## src/hw/rtl/dewf_pkg.sv

```systemverilog
// Shared types, character codes and compare helpers for the directory entry filter.
// No dependencies; imported by every module of the filter.
`default_nettype none

package dewf_pkg;

    // Character codes
    localparam logic [7:0] CH_DELETED = 8'hE5;
    localparam logic [7:0] CH_STAR    = 8'h2A;
    localparam logic [7:0] CH_QMARK   = 8'h3F;
    localparam logic [7:0] CH_SPACE   = 8'h20;

    // Configuration register indexes
    localparam int          CFG_IDX_W        = 2;
    localparam logic [1:0]  CFG_NAME_PATTERN = 2'd0;
    localparam logic [1:0]  CFG_EXT_PATTERN  = 2'd1;
    localparam logic [1:0]  CFG_SKIP_DELETED = 2'd2;

    // Register reset values
    localparam logic [63:0] NAME_PATTERN_RST = 64'd42;
    localparam logic [23:0] EXT_PATTERN_RST  = 24'd42;
    localparam logic        SKIP_DELETED_RST = 1'b1;

    // Per-position compare classes of one field (pattern against entry)
    typedef struct packed {
        logic [7:0] star;   // pattern byte is '*'
        logic [7:0] qmark;  // pattern byte is '?'
        logic [7:0] term;   // wildcard walk stops here unless '*' or '?'
        logic [7:0] hit;    // both bytes are the terminator
        logic       exact;  // all masked bytes agree
        logic       wild;   // pattern holds a wildcard
    } fld_class_t;

    // Stage 1 -> stage 2
    typedef struct packed {
        fld_class_t  name_c;
        fld_class_t  ext_c;
        logic        ext_pat_empty;
        logic        ext_first_space;
        logic        long_name;
        logic        dir_end;
        logic        deleted;
        logic [7:0]  attrib;
        logic [15:0] cluster;
        logic [31:0] size;
    } s1_t;

    // Stage 2 -> stage 3
    typedef struct packed {
        logic        name_ok;
        logic        ext_ok;
        logic        long_name;
        logic        dir_end;
        logic        deleted;
        logic [7:0]  attrib;
        logic [15:0] cluster;
        logic [31:0] size;
    } s2_t;

    // Zero every byte from the first terminator on (zero, or space if asked)
    function automatic logic [63:0] mask_field(input logic [63:0] v, input logic stop_space);
        logic        live;
        logic [7:0]  b;
        logic [63:0] r;
        live = 1'b1;
        r    = '0;
        for (int i = 0; i < 8; i++)
        begin
            b = v[8*i +: 8];
            if (b == 8'h00 || (stop_space && b == CH_SPACE))
                live = 1'b0;
            r[8*i +: 8] = live ? b : 8'h00;
        end
        return r;
    endfunction

    // Classify each position of a masked pattern against a masked entry field
    function automatic fld_class_t classify_field(input logic [63:0] p, input logic [63:0] s);
        fld_class_t c;
        logic [7:0] pc;
        logic [7:0] sc;
        c       = '0;
        c.exact = 1'b1;
        for (int i = 0; i < 8; i++)
        begin
            pc         = p[8*i +: 8];
            sc         = s[8*i +: 8];
            c.star[i]  = (pc == CH_STAR);
            c.qmark[i] = (pc == CH_QMARK);
            c.term[i]  = (pc != sc) || (pc == 8'h00);
            c.hit[i]   = (pc == sc) && (pc == 8'h00);
            c.exact    = c.exact && (pc == sc);
            c.wild     = c.wild || c.star[i] || c.qmark[i];
        end
        return c;
    endfunction

    // Wildcard walk: the first '*' or stopping position decides; running off the end matches
    function automatic logic wild_resolve(input fld_class_t c);
        logic found;
        logic res;
        found = 1'b0;
        res   = 1'b1;
        for (int i = 0; i < 8; i++)
        begin
            if (!found && (c.star[i] || (!c.qmark[i] && c.term[i])))
            begin
                found = 1'b1;
                res   = c.star[i] || c.hit[i];
            end
        end
        return res;
    endfunction

endpackage

`default_nettype wire

```

## src/hw/rtl/dewf_classify.sv

```systemverilog
// Stage 1 of the filter: field masking, byte compares and entry flags.
// Depends on dewf_pkg.
`default_nettype none

module dewf_classify
    import dewf_pkg::*;
(
    input  wire logic        clk,
    input  wire logic        rst_n,
    input  wire logic        in_valid,
    input  wire logic [63:0] entry_name,
    input  wire logic [23:0] entry_ext,
    input  wire logic [7:0]  entry_attrib,
    input  wire logic [15:0] entry_cluster,
    input  wire logic [31:0] entry_size,
    input  wire logic [63:0] name_pattern,
    input  wire logic [23:0] ext_pattern,
    output logic             s1_valid,
    output s1_t              s1_data
);

    logic        s1_valid_reg;
    s1_t         s1_data_reg;
    s1_t         s1_data_next;
    logic [63:0] nm_masked;
    logic [63:0] ex_masked;
    logic [63:0] np_masked;
    logic [63:0] ep_masked;

    // Field ends: entry at space or zero, pattern at zero
    always_comb
    begin
        nm_masked = mask_field(entry_name, 1'b1);
        ex_masked = mask_field({40'h0, entry_ext}, 1'b1);
        np_masked = mask_field(name_pattern, 1'b0);
        ep_masked = mask_field({40'h0, ext_pattern}, 1'b0);
    end

    // Classes and raw-byte flags
    always_comb
    begin
        s1_data_next.name_c          = classify_field(np_masked, nm_masked);
        s1_data_next.ext_c           = classify_field(ep_masked, ex_masked);
        s1_data_next.ext_pat_empty   = (ext_pattern[7:0] == 8'h00);
        s1_data_next.ext_first_space = (entry_ext[7:0] == CH_SPACE);
        s1_data_next.long_name       = (entry_name[23:16] == 8'h00) &&
                                       (entry_name[39:32] == 8'h00) &&
                                       (entry_name[55:48] == 8'h00) &&
                                       (entry_ext[7:0] == 8'h00) &&
                                       (entry_ext[23:16] == 8'h00);
        s1_data_next.dir_end         = (entry_name[7:0] == 8'h00);
        s1_data_next.deleted         = (entry_name[7:0] == CH_DELETED);
        s1_data_next.attrib          = entry_attrib;
        s1_data_next.cluster         = entry_cluster;
        s1_data_next.size            = entry_size;
    end

    // Valid bit
    always_ff @(posedge clk or negedge rst_n)
    begin
        if (!rst_n)
            s1_valid_reg <= 1'b0;
        else
            s1_valid_reg <= in_valid;
    end

    // Payload
    always_ff @(posedge clk)
    begin
        if (in_valid)
            s1_data_reg <= s1_data_next;
    end

    assign s1_valid = s1_valid_reg;
    assign s1_data  = s1_data_reg;

endmodule

`default_nettype wire

```

## src/hw/rtl/dewf_resolve.sv

```systemverilog
// Stage 2 of the filter: wildcard walk and exact/empty rules per field.
// Depends on dewf_pkg.
`default_nettype none

module dewf_resolve
    import dewf_pkg::*;
(
    input  wire logic clk,
    input  wire logic rst_n,
    input  wire logic s1_valid,
    input  wire s1_t  s1_data,
    output logic      s2_valid,
    output s2_t       s2_data
);

    logic s2_valid_reg;
    s2_t  s2_data_reg;
    s2_t  s2_data_next;

    always_comb
    begin
        // Name: wildcard walk, else exact
        s2_data_next.name_ok = s1_data.name_c.wild ? wild_resolve(s1_data.name_c)
                                                   : s1_data.name_c.exact;
        // Extension: blank entry against empty pattern, walk, exact, else no match
        if (s1_data.ext_first_space && s1_data.ext_pat_empty)
            s2_data_next.ext_ok = 1'b1;
        else if (s1_data.ext_c.wild)
            s2_data_next.ext_ok = wild_resolve(s1_data.ext_c);
        else if (!s1_data.ext_pat_empty)
            s2_data_next.ext_ok = s1_data.ext_c.exact;
        else
            s2_data_next.ext_ok = 1'b0;
        s2_data_next.long_name = s1_data.long_name;
        s2_data_next.dir_end   = s1_data.dir_end;
        s2_data_next.deleted   = s1_data.deleted;
        s2_data_next.attrib    = s1_data.attrib;
        s2_data_next.cluster   = s1_data.cluster;
        s2_data_next.size      = s1_data.size;
    end

    // Valid bit
    always_ff @(posedge clk or negedge rst_n)
    begin
        if (!rst_n)
            s2_valid_reg <= 1'b0;
        else
            s2_valid_reg <= s1_valid;
    end

    // Payload
    always_ff @(posedge clk)
    begin
        if (s1_valid)
            s2_data_reg <= s2_data_next;
    end

    assign s2_valid = s2_valid_reg;
    assign s2_data  = s2_data_reg;

endmodule

`default_nettype wire

```

## src/hw/rtl/dir_entry_wildcard_filter_core.sv

```systemverilog
// Top level of the directory entry wildcard filter: config registers, final stage.
// Depends on dewf_pkg, dewf_classify and dewf_resolve.
//
//  channel   handshake               payload
//  --------  ----------------------  ---------------------------------------------
//  entry     start, busy (always 0)  entry_name, entry_ext, entry_attrib,
//                                    entry_cluster, entry_size
//  result    result_valid (1 cycle)  is_match, dir_end, long_name_entry,
//                                    out_attrib, out_cluster, out_size
//  config    cfg_valid, cfg_ready    cfg_index, cfg_data
//
// One entry per cycle. Each entry passes the classify, resolve and output registers in
// that order, one result strobe per transaction.
// The result side cannot stall, so the pipeline never holds and busy stays low.
// Reset clears the stage valid bits and loads the pattern registers ("*.*",
// skip deleted). Config writes are taken at any time, one per cycle.
`default_nettype none

module dir_entry_wildcard_filter_core
    import dewf_pkg::*;
(
    input  wire logic                 clk,
    input  wire logic                 rst_n,
    // entry transaction
    input  wire logic                 start,
    output logic                      busy,
    input  wire logic [63:0]          entry_name,
    input  wire logic [23:0]          entry_ext,
    input  wire logic [7:0]           entry_attrib,
    input  wire logic [15:0]          entry_cluster,
    input  wire logic [31:0]          entry_size,
    // result transaction
    output logic                      result_valid,
    output logic                      is_match,
    output logic                      dir_end,
    output logic                      long_name_entry,
    output logic [7:0]                out_attrib,
    output logic [15:0]               out_cluster,
    output logic [31:0]               out_size,
    // config write
    input  wire logic                 cfg_valid,
    output logic                      cfg_ready,
    input  wire logic [CFG_IDX_W-1:0] cfg_index,
    input  wire logic [63:0]          cfg_data
);

    logic [63:0] name_pat_reg;
    logic [23:0] ext_pat_reg;
    logic        skip_deleted_reg;
    logic        in_valid;
    logic        s1_valid;
    s1_t         s1_data;
    logic        s2_valid;
    s2_t         s2_data;
    logic        out_valid_reg;
    logic        match_next;
    logic        is_match_reg;
    logic        dir_end_reg;
    logic        long_name_reg;
    logic [7:0]  attrib_reg;
    logic [15:0] cluster_reg;
    logic [31:0] size_reg;

    assign busy      = 1'b0;
    assign cfg_ready = 1'b1;
    assign in_valid  = start && !busy;

    // Configuration registers; indexes past the list are ignored
    always_ff @(posedge clk or negedge rst_n)
    begin
        if (!rst_n)
        begin
            name_pat_reg     <= NAME_PATTERN_RST;
            ext_pat_reg      <= EXT_PATTERN_RST;
            skip_deleted_reg <= SKIP_DELETED_RST;
        end
        else if (cfg_valid && cfg_ready)
        begin
            case (cfg_index)
                CFG_NAME_PATTERN: name_pat_reg     <= cfg_data;
                CFG_EXT_PATTERN:  ext_pat_reg      <= cfg_data[23:0];
                CFG_SKIP_DELETED: skip_deleted_reg <= cfg_data[0];
                default:          ;
            endcase
        end
    end

    // Stage 1
    dewf_classify u_classify (
        .clk           (clk),
        .rst_n         (rst_n),
        .in_valid      (in_valid),
        .entry_name    (entry_name),
        .entry_ext     (entry_ext),
        .entry_attrib  (entry_attrib),
        .entry_cluster (entry_cluster),
        .entry_size    (entry_size),
        .name_pattern  (name_pat_reg),
        .ext_pattern   (ext_pat_reg),
        .s1_valid      (s1_valid),
        .s1_data       (s1_data)
    );

    // Stage 2
    dewf_resolve u_resolve (
        .clk      (clk),
        .rst_n    (rst_n),
        .s1_valid (s1_valid),
        .s1_data  (s1_data),
        .s2_valid (s2_valid),
        .s2_data  (s2_data)
    );

    // Stage 3: entry rejection rules
    assign match_next = s2_data.name_ok && s2_data.ext_ok && !s2_data.long_name &&
                        !s2_data.dir_end && !(s2_data.deleted && skip_deleted_reg);

    always_ff @(posedge clk or negedge rst_n)
    begin
        if (!rst_n)
            out_valid_reg <= 1'b0;
        else
            out_valid_reg <= s2_valid;
    end

    always_ff @(posedge clk)
    begin
        if (s2_valid)
        begin
            is_match_reg  <= match_next;
            dir_end_reg   <= s2_data.dir_end;
            long_name_reg <= s2_data.long_name;
            attrib_reg    <= s2_data.attrib;
            cluster_reg   <= s2_data.cluster;
            size_reg      <= s2_data.size;
        end
    end

    assign result_valid    = out_valid_reg;
    assign is_match        = is_match_reg;
    assign dir_end         = dir_end_reg;
    assign long_name_entry = long_name_reg;
    assign out_attrib      = attrib_reg;
    assign out_cluster     = cluster_reg;
    assign out_size        = size_reg;

    // Every accepted entry yields a result after the classify, resolve and output registers
    a_latency: assert property (@(posedge clk) disable iff (!rst_n)
        in_valid |-> ##3 result_valid)
        else $error("entry transaction lost in pipeline");

    // No result without an entry accepted ahead of it at the pipeline input
    a_no_extra: assert property (@(posedge clk) disable iff (!rst_n)
        result_valid |-> $past(in_valid, 3))
        else $error("result transaction without entry");

    // Long-name and end-of-directory entries never match
    a_reject: assert property (@(posedge clk) disable iff (!rst_n)
        (result_valid && is_match) |-> (!long_name_entry && !dir_end))
        else $error("rejected entry reported as match");

    // Passthrough fields follow the entry
    a_size: assert property (@(posedge clk) disable iff (!rst_n)
        in_valid |-> ##3 (out_size == $past(entry_size, 3)))
        else $error("size field corrupted in pipeline");

endmodule

`default_nettype wire

```

## config.mk

```make
export PLATFORM = sky130hd
export DESIGN_NAME = dir_entry_wildcard_filter_core
export DESIGN_NICKNAME = d
export VERILOG_FILES = /design/src/hw/rtl/dewf_pkg.sv /design/src/hw/rtl/dewf_classify.sv /design/src/hw/rtl/dewf_resolve.sv /design/src/hw/rtl/dir_entry_wildcard_filter_core.sv
export SDC_FILE = /design/constraint.sdc
export NUM_CORES = 1
export LEC_CHECK = 0
export ABC_AREA = 1
export BUFFER_PORTS_ARGS = -buffer_cell sky130_fd_sc_hd__buf_2
export CORE_AREA = 5 5 209 170
export DETAILED_ROUTE_END_ITERATION = 10
export DIE_AREA = 0 0 214 175
export PLACE_DENSITY = 0.69
export SYNTH_ARGS = -nofsm -noshare
export SYNTH_HDL_FRONTEND = slang
export SYNTH_HIERARCHICAL = 1
export SYNTH_SLANG_ARGS = --single-unit
export TNS_END_PERCENT = 5
```

## constraint.sdc

```tcl
create_clock -name clk -period 2.31 [get_ports clk]
set_input_delay 0.1155 -clock clk [delete_from_list [all_inputs] [get_ports clk]]
set_output_delay 0.1155 -clock clk [all_outputs]
set_load 0.02 [all_outputs]
```

== After elaboration in Yosys (flattened, before gate mapping) ==
Cells that the tools add are included.
Word-level totals
  register bits: 321
Cells by class
  reductions and logical operators: 174
  mux-type cells: 78
  equal/unequal tests: 58
Operator list (number)
  $eq 8x6->1 const B: 33
  $logic_not 8->1: 33
  $mux 8: 22
  $eq 8x8->1: 11
  $ne 8x8->1: 11
  $logic_or 1x1->1: 64
  $mux 1: 56
  $logic_and 1x1->1: 50
  $logic_not 1->1: 23
  $eq 8x8->1 const B: 1
  $reduce_and 2->1: 3
  $eq 2x1->1 const B: 1
  $eq 2x2->1 const B: 1
  $logic_not 2->1: 1

== Longest topological paths before layout ==
Gate-level depths: netlist (run 1).
  word-level depth: 26
  mapped depth: 17
  gate-level depth less buffers: 17

== Cells and area by module ==
The synthesis (run 1) kept the hierarchy.
Modules (own cells, without submodules)
  dewf_classify: cells an instance 1031, seq. area each 3298.2 sq um, times used 1, area an instance 7511.0 sq um
  dir_entry_wildcard_filter_core: cells an instance 461, seq. area each 4032.6 sq um, times used 1, area an instance 5495.3 sq um
  dewf_resolve: cells an instance 183, seq. area each 1856.8 sq um, times used 1, area an instance 2403.6 sq um

== Worst setup path after synthesis (run 1) ==
OpenSTA, ideal clock, no wires.
  kind: register -> register
  start: register name_pat_reg[5]
  end: register u_classify.s1_data_reg, in the netlist u_classify/s1_data[112], data pin
  path slack: 0.229 ns
  stages on the path, launching flop included: 13
  buffers on the path: 0
  period minus slack after synthesis: 2.081 ns
  required time: 2.047 ns
  setup time: 0.263 ns
  arrival time: 1.818 ns
  cell sequence: dfstp_2 > nor2_1 > nand2_1 > nor2_1 > nor2_4 > nand4_4 > nor2_4 > nand3_4 > nor2_1 > xor2_1 > nand2_1 > nor2_1 > nand3_1
RTL lines
  start: declaration: RTL line dir_entry_wildcard_filter_core.sv:47  | logic [63:0] name_pat_reg;
  start signal: assignment: RTL line dir_entry_wildcard_filter_core.sv:80  | CFG_NAME_PATTERN: name_pat_reg <= cfg_data;
  end signal: assignment: RTL line dewf_classify.sv:71  | s1_data_reg <= s1_data_next;
  end: declaration: RTL line dewf_classify.sv:23  | s1_t s1_data_reg;

==> results of run 1 <==
-- power by group through the flow --
stage                     clock, µW  sequential [µW]  combinational [µW]
after CTS                      5630             7050                3210
after floorplan                   0             7220                1610
after detailed placement          0             7160                2880
after global placement            0             7140                2810
final                          5490             7060                3390
after global routing           5890             7130                3760
-- path summary, 6_finish.rpt --
check,cells after the start,slack (ns),end,startpoint
setup / recovery,15,-0.04,u_classify/s1_data[96],name_pat_reg[1]
setup reg to reg,15,-0.04,u_classify/s1_data[96],name_pat_reg[1]
max in group asynchronous,3,1.43,ext_pat_reg[5],rst_n
hold reg to reg,0,0.40,out_size[30],u_resolve/s2_data[30]
min in group asynchronous,2,0.12,name_pat_reg[47],rst_n
hold / removal,2,0.04,u_classify/s1_data[59],entry_ext[5]
-- cells in the final DEF (no fill, tap or decap), types with 3 or more instances in the layout --
cell,count
nand2_1,501
buf_2,271
edfxtp_1,229
nor2_1,183
nand3_1,176
inv_1,174
dlygate4sd3_1,131
buf_4,111
dfrtp_1,83
nand4_1,50
clkbuf_16,36
nor2_2,25
nor3_1,24
conb_1,22
xor2_1,18
o21ai_0,17
nor4_1,16
nor2_4,15
nand2_2,15
inv_2,13
clkbuf_1,10
xnor2_1,9
nand3_2,8
clkinv_1,7
dfstp_2,7
buf_12,7
clkinv_2,6
diode_2,5
o21ai_1,5
o22ai_1,5
clkbuf_8,3
nand2_4,3
nand4_4,3
and3_1,3
a21oi_1,3
buf_6,3
-- per-stage QoR --
stage               setup TNS (ns)  instance area [µm²]
floorplan                        0                15500
global placement            -0.733                17800
detailed placement           -1.24                17800
CTS                         -0.121                20400
global route                 -1.15                20600
finish                      -0.138                20600
-- final cells by class --
cell class                 instances  area [µm²]
clock inverter                    15         148
sequential                       321        9190
tap                              434         543
multi-input combinational       1121        5310
clock buffer                      49         980
inverter                         193         727
timing repair buffer             525        3700
antenna                            5        12.5
fill                            2766       12600
-- logic make-up after synthesis --
| logic type | synth area share |
|---|---|
| other | 0.000974 |
| and+or+nand+nor | 0.294 |
| xor gates and xnor gates | 0.0153 |
| DFF | 0.596 |
| AOI/OAI and AO/OA | 0.0162 |
| buffers and inverters | 0.0769 |
-- metal layers --
metal,global-route usage,routed length (µm),up-vias
li1,-,-,6523
met1,0.322,19400,6235
met4,0.0555,993,6
met2,0.355,19600,565
met5,0,34,-
met3,0.0464,3220,76
-- repair_timing --
action                                  in CTS  in global routing
endpoints found under the setup margin      10                 18
hold buffers                               131                  0
pin swaps                                   15                 35
gates cloned                                 1                  1
hold endpoints to repair                   180                  0
setup buffers                                6                  8
gates resized for setup                     18                 47
==> flow_summary.toml, run 1 <==
[clock_tree]
cts_max_level = 2
cts_tree = "built"
numClockSinks = 321
cts-buffers-inserted = 36
clockRootBuffer = "clkbuf_16"
clkTransAtPathRegs_ns = 0.06
clk_latency_ns = 0.51
clk_path_buf_depth = 3

[timing]
worst_slack_ns = -0.0436
final-setup-viol-count = 4
finalCritPeriodShare = 1.02
holdWs_ns = 0.0371
grt_setup_unrepaired = "yes"
worstMarginPinSlew_ns = 0.806
report.final.slew_viol_count = 0
finalCriticalPeriod_ns = 2.35
hold_viol = 0
finClkSkew_ns = 0.0186
slew_headroom = 0.463
max_freq_mhz = 425

[placement]
dp.cells = 2448
dpl.hpwl_mm = 30.3
place_congestion = 0.918
port-buffer-count = 273
dpl_worst_slack_ns = -0.231

[pwr]
p_seq_frac = 0.443
peakVddDrop_mv = 0.438
sw_frac_of_total = 0.282
internal_power_uw = 11400
power.density_nw_per_um2 = 773
power.leakage_uw = 0.00987
combPwrFrac = 0.212
clkPwrFrac = 0.344
p_switching_uw = 4500
total_power_uw = 15900

[floorplanning]
io_pins = 276
core_area_um2 = 33300
die_h_um = 175
die-area_um2 = 37500
initial_core_util = 0.463
die_w_um = 214
row_count = 60

[critical_path]
critical_path_buf_inv_count = 1
crit_path_cell_trace = "nor2_2, nand2_2, inv_2, nand2_4, nand3_4, nor2_4, nand4_1, nor2_2, nand2_1, nand2_1, nor2_2, nand2_2, nor2_4, nand3_2, nor2_1"
critPathKind = "reg -> reg"
crit_fanout = 6
crit_arrival_ns = 2.62
crit_top_cell = "nor2_2"
crit_family = "simple AND/OR/NAND/NOR gates"
end_kind = "flop"
cpPeakStageDelay_ns = 0.53
start_kind = "flop"
required_ns = 2.57
cp_slowest_cell = "dfstp_2"

[finish]
fin_nets = 2412
post-route-util = 0.620
final_layout_size_suffix_gt1_frac = 0.248
layoutNonFillerInstCount = 2663
syn2layout_area_growth_pct = 33.8
largest_register_ffs = 109

[flow_run]
drv_cap = 0

[synthesis]
netlist.top_cell.by_area = "edfxtp_1"
syn_area_um2 = 15400
synthTopCellsByCount = "nand2_1, edfxtp_1, nor2_1"
async_flop_share = 0.287
yosys_register_bits = 321
yosys_warnings = 6
synth_edf_count = 229
avgSynthCellArea_um2 = 9.20
yosys.area.top_type_share = 0.446
seq_area_frac_synth = 0.596
netlist_instances = 1675
synth_ff_type = "edfxtp_1"
synth_area_leaders = "edfxtp_1, dfrtp_1, nand2_1"
synth_cell_types = 42
yosysMostFrequentCell = "nand2_1"

[drt]
first_pass_iters = 5
via_per_inst = 5.03
drc_errors = 0
routed-via-count = 13405
routed_wl_mm = 43.3
drtIter0Drc = 1216
ant_nets = 0
routedWlPerCell_um = 16.3

[outcome]
outcome = "complete, but fails checks"
failed_checks = "setup timing"

[global_routing]
overflow = 0
grt_pass1_vias = 12824
grt_use_total = 0.225
antenna_found_initial = 8
grt_max_degree = 111
grt_pass1_wl_mm = 68.3

[min_path]
hp-class = "in -> reg"
Power figures use the tool's default switching activity.
==> run 2, diff against run 1 <==
--- a/config.mk
+++ b/config.mk
@@ -11,6 +11,7 @@
 export DETAILED_ROUTE_END_ITERATION = 10
 export DIE_AREA = 0 0 214 175
 export PLACE_DENSITY = 0.69
+export SETUP_SLACK_MARGIN = 0.1
 export SYNTH_ARGS = -nofsm -noshare
 export SYNTH_HDL_FRONTEND = slang
 export SYNTH_HIERARCHICAL = 1
==> run 2 against run 1 <==
The run still ends with setup timing left. Sequential power is essentially flat. Clock power is essentially flat. Combinational power is essentially flat. Global-route usage is essentially flat. Largest cell class unchanged. First-iteration DRC count shrank 1.2%. Count of clock-buffer cells in the layout is the same. Critical path type unchanged. Non-clock buffer count shrank 6. Critical path depth is the same. Flip-flop and latch count is the same. Maximum frequency shrank 1.3%.
==> flow_summary.toml, run 2 (synthesis gave the netlist of run 1 again) <==
[placement]
dpl.hpwl_mm = 30.3
place_area_um2 = 17800
place_congestion = 0.918
port-buffer-count = 273

[drt]
first_pass_iters = 7
drtIter0Drc = 1202
ant_nets = 0
drc_errors = 0
routedWlPerCell_um = 16.2
via_per_inst = 5.02
routed_wl_mm = 43.0
routed-via-count = 13322

[timing]
report.final.slew_viol_count = 0
finalCritPeriodShare = 1.03
finClkSkew_ns = 0.0171
worst_slack_ns = -0.0754
worstMarginPinSlew_ns = 0.785
slew_headroom = 0.477
max_freq_mhz = 419
finalCriticalPeriod_ns = 2.39
grt_setup_unrepaired = "yes"
final-setup-viol-count = 5
holdWs_ns = 0.0373
hold_viol = 0

[finish]
ff_latch_area_um2 = 9190
fin_nets = 2405
final_common_cell = "nand2_1"
nFillCells = 2765
largest_register_ffs = 109
final_cell_mix = "nand2_1, buf_2, edfxtp_1"
final_layout_size_suffix_gt1_frac = 0.249
post-route-util = 0.619
design_area_um2 = 20600
multiInputGateArea_um2 = 5330
syn2layout_area_growth_pct = 33.5

[global_routing]
grt_use_total = 0.225
antenna_found_initial = 8
grt_max_degree = 111
grt_pass1_vias = 12820
grt_pass1_wl_mm = 68.3
overflow = 0

[floorplanning]
die-area_um2 = 37500
core_area_um2 = 33300
row_count = 60
die_h_um = 175
die_w_um = 214
initial_core_util = 0.463
io_pins = 276

[critical_path]
timing.rr.start = "name_pat_reg[3]"
critical_path_buf_inv_count = 1
r2r_setup_slack_ns = -0.08
crit_family = "simple AND/OR/NAND/NOR gates"
end_kind = "flop"
r2r.worst_path.cells = 15
startpoint = "name_pat_reg[3]"
crit_arrival_ns = 2.65
cpPeakStageDelay_ns = 0.52
start_kind = "flop"
r2r_end = "u_classify/s1_data[96]"
required_ns = 2.58
critPathKind = "reg -> reg"
crit_top_cell = "nor2_1"
crit_path_cell_trace = "nor2_1, nand2_2, inv_2, nand2_4, nand3_4, nor2_4, nand4_1, nor2_2, nand2_1, nand2_1, nor2_1, nand2_2, nor2_4, nand3_2, nor2_1"
cp_slowest_cell = "dfstp_2"
crit_fanout = 6

[outcome]
failed_checks = "setup timing"
outcome = "complete, but fails checks"

[pwr]
internal_power_uw = 11400
power.leakage_uw = 0.00984
clkPwrFrac = 0.344
p_seq_frac = 0.443
combPwrFrac = 0.212
power.density_nw_per_um2 = 774
peakVddDrop_mv = 0.436
sw_frac_of_total = 0.283
p_switching_uw = 4500

[clock_tree]
clk_path_buf_depth = 3
clockRootBuffer = "clkbuf_16"
cts_max_level = 2
clk_latency_ns = 0.51
numClockSinks = 321
cts-buffers-inserted = 36
clkTransAtPathRegs_ns = 0.06
cts_tree = "built"

[min_path]
holdPathEnd = "u_classify/s1_data[59]"
hp-start = "entry_ext[5]"
hp-class = "in -> reg"
holdPathStages = 2

[flow_run]
drv_cap = 0
## run 2: cell type report
class	instances	area share
Multi-Input combinational cell	1120	0.259
Tap cell	434	0.0264
Clock inverter	15	0.00718
Clock buffer	49	0.0476
Sequential cell	321	0.447
Inverter	193	0.0354
Timing Repair Buffer	519	0.177
Antenna cell	4	0.000486
## run 2: routing by layer
metal / GRT usage / part of all wire / wire length [µm] / up-vias
li1: - / - / - / 6497
met1: 0.322 / 0.45 / 19400 / 6195
met2: 0.355 / 0.45 / 19600 / 548
met3: 0.0480 / 0.074 / 3170 / 74
met4: 0.0558 / 0.021 / 920 / 8
met5: 0 / 0.0011 / 46 / -
## run 2: worst max path at each step
| stage | cells after the start | slack [ns] | endpoint |
|---|---|---|---|
| 2_1_floorplan | 12 | 0.23 | u_classify/s1_data[112] |
| 3_3_place_gp | 16 | -0.16 | u_classify/s1_data[111] |
| 3_5_place_dp | 14 | -0.23 | u_classify/s1_data[95] |
| 4_1_cts | 17 | -0.04 | u_classify/s1_data[96] |
| 5_1_grt | 16 | -0.22 | u_classify/s1_data[96] |
| 6_report | 15 | -0.08 | u_classify/s1_data[96] |
## run 2: what timing repair did
action                                  4_1_cts  5_1_grt
endpoints found under the setup margin       19       25
gates cloned                                  1        0
hold endpoints to repair                    180        0
pin swaps                                    20       26
hold buffers                                131        0
gates resized for setup                      23       48
buffers inserted                              6        2
## run 2: power groups by stage
stage	clock, µW	sequential (µW)	combinational (µW)
CTS	5630	7060	3220
floorplan	0	7220	1610
global placement	0	7140	2810
detailed placement	0	7160	2880
global route	5890	7120	3750
finish	5480	7060	3380
## run 2: through the flow
stage,std cells,total power [µW],setup TNS (ns),setup slack [ns]
after floorplan,1693,8830,0,0.229
after global placement,2448,9960,-0.733,-0.162
after detailed placement,2448,10000,-1.24,-0.231
after CTS,2649,15900,-0.121,-0.0412
after global routing,2655,16800,-1.40,-0.224
final,2655,15900,-0.248,-0.0754
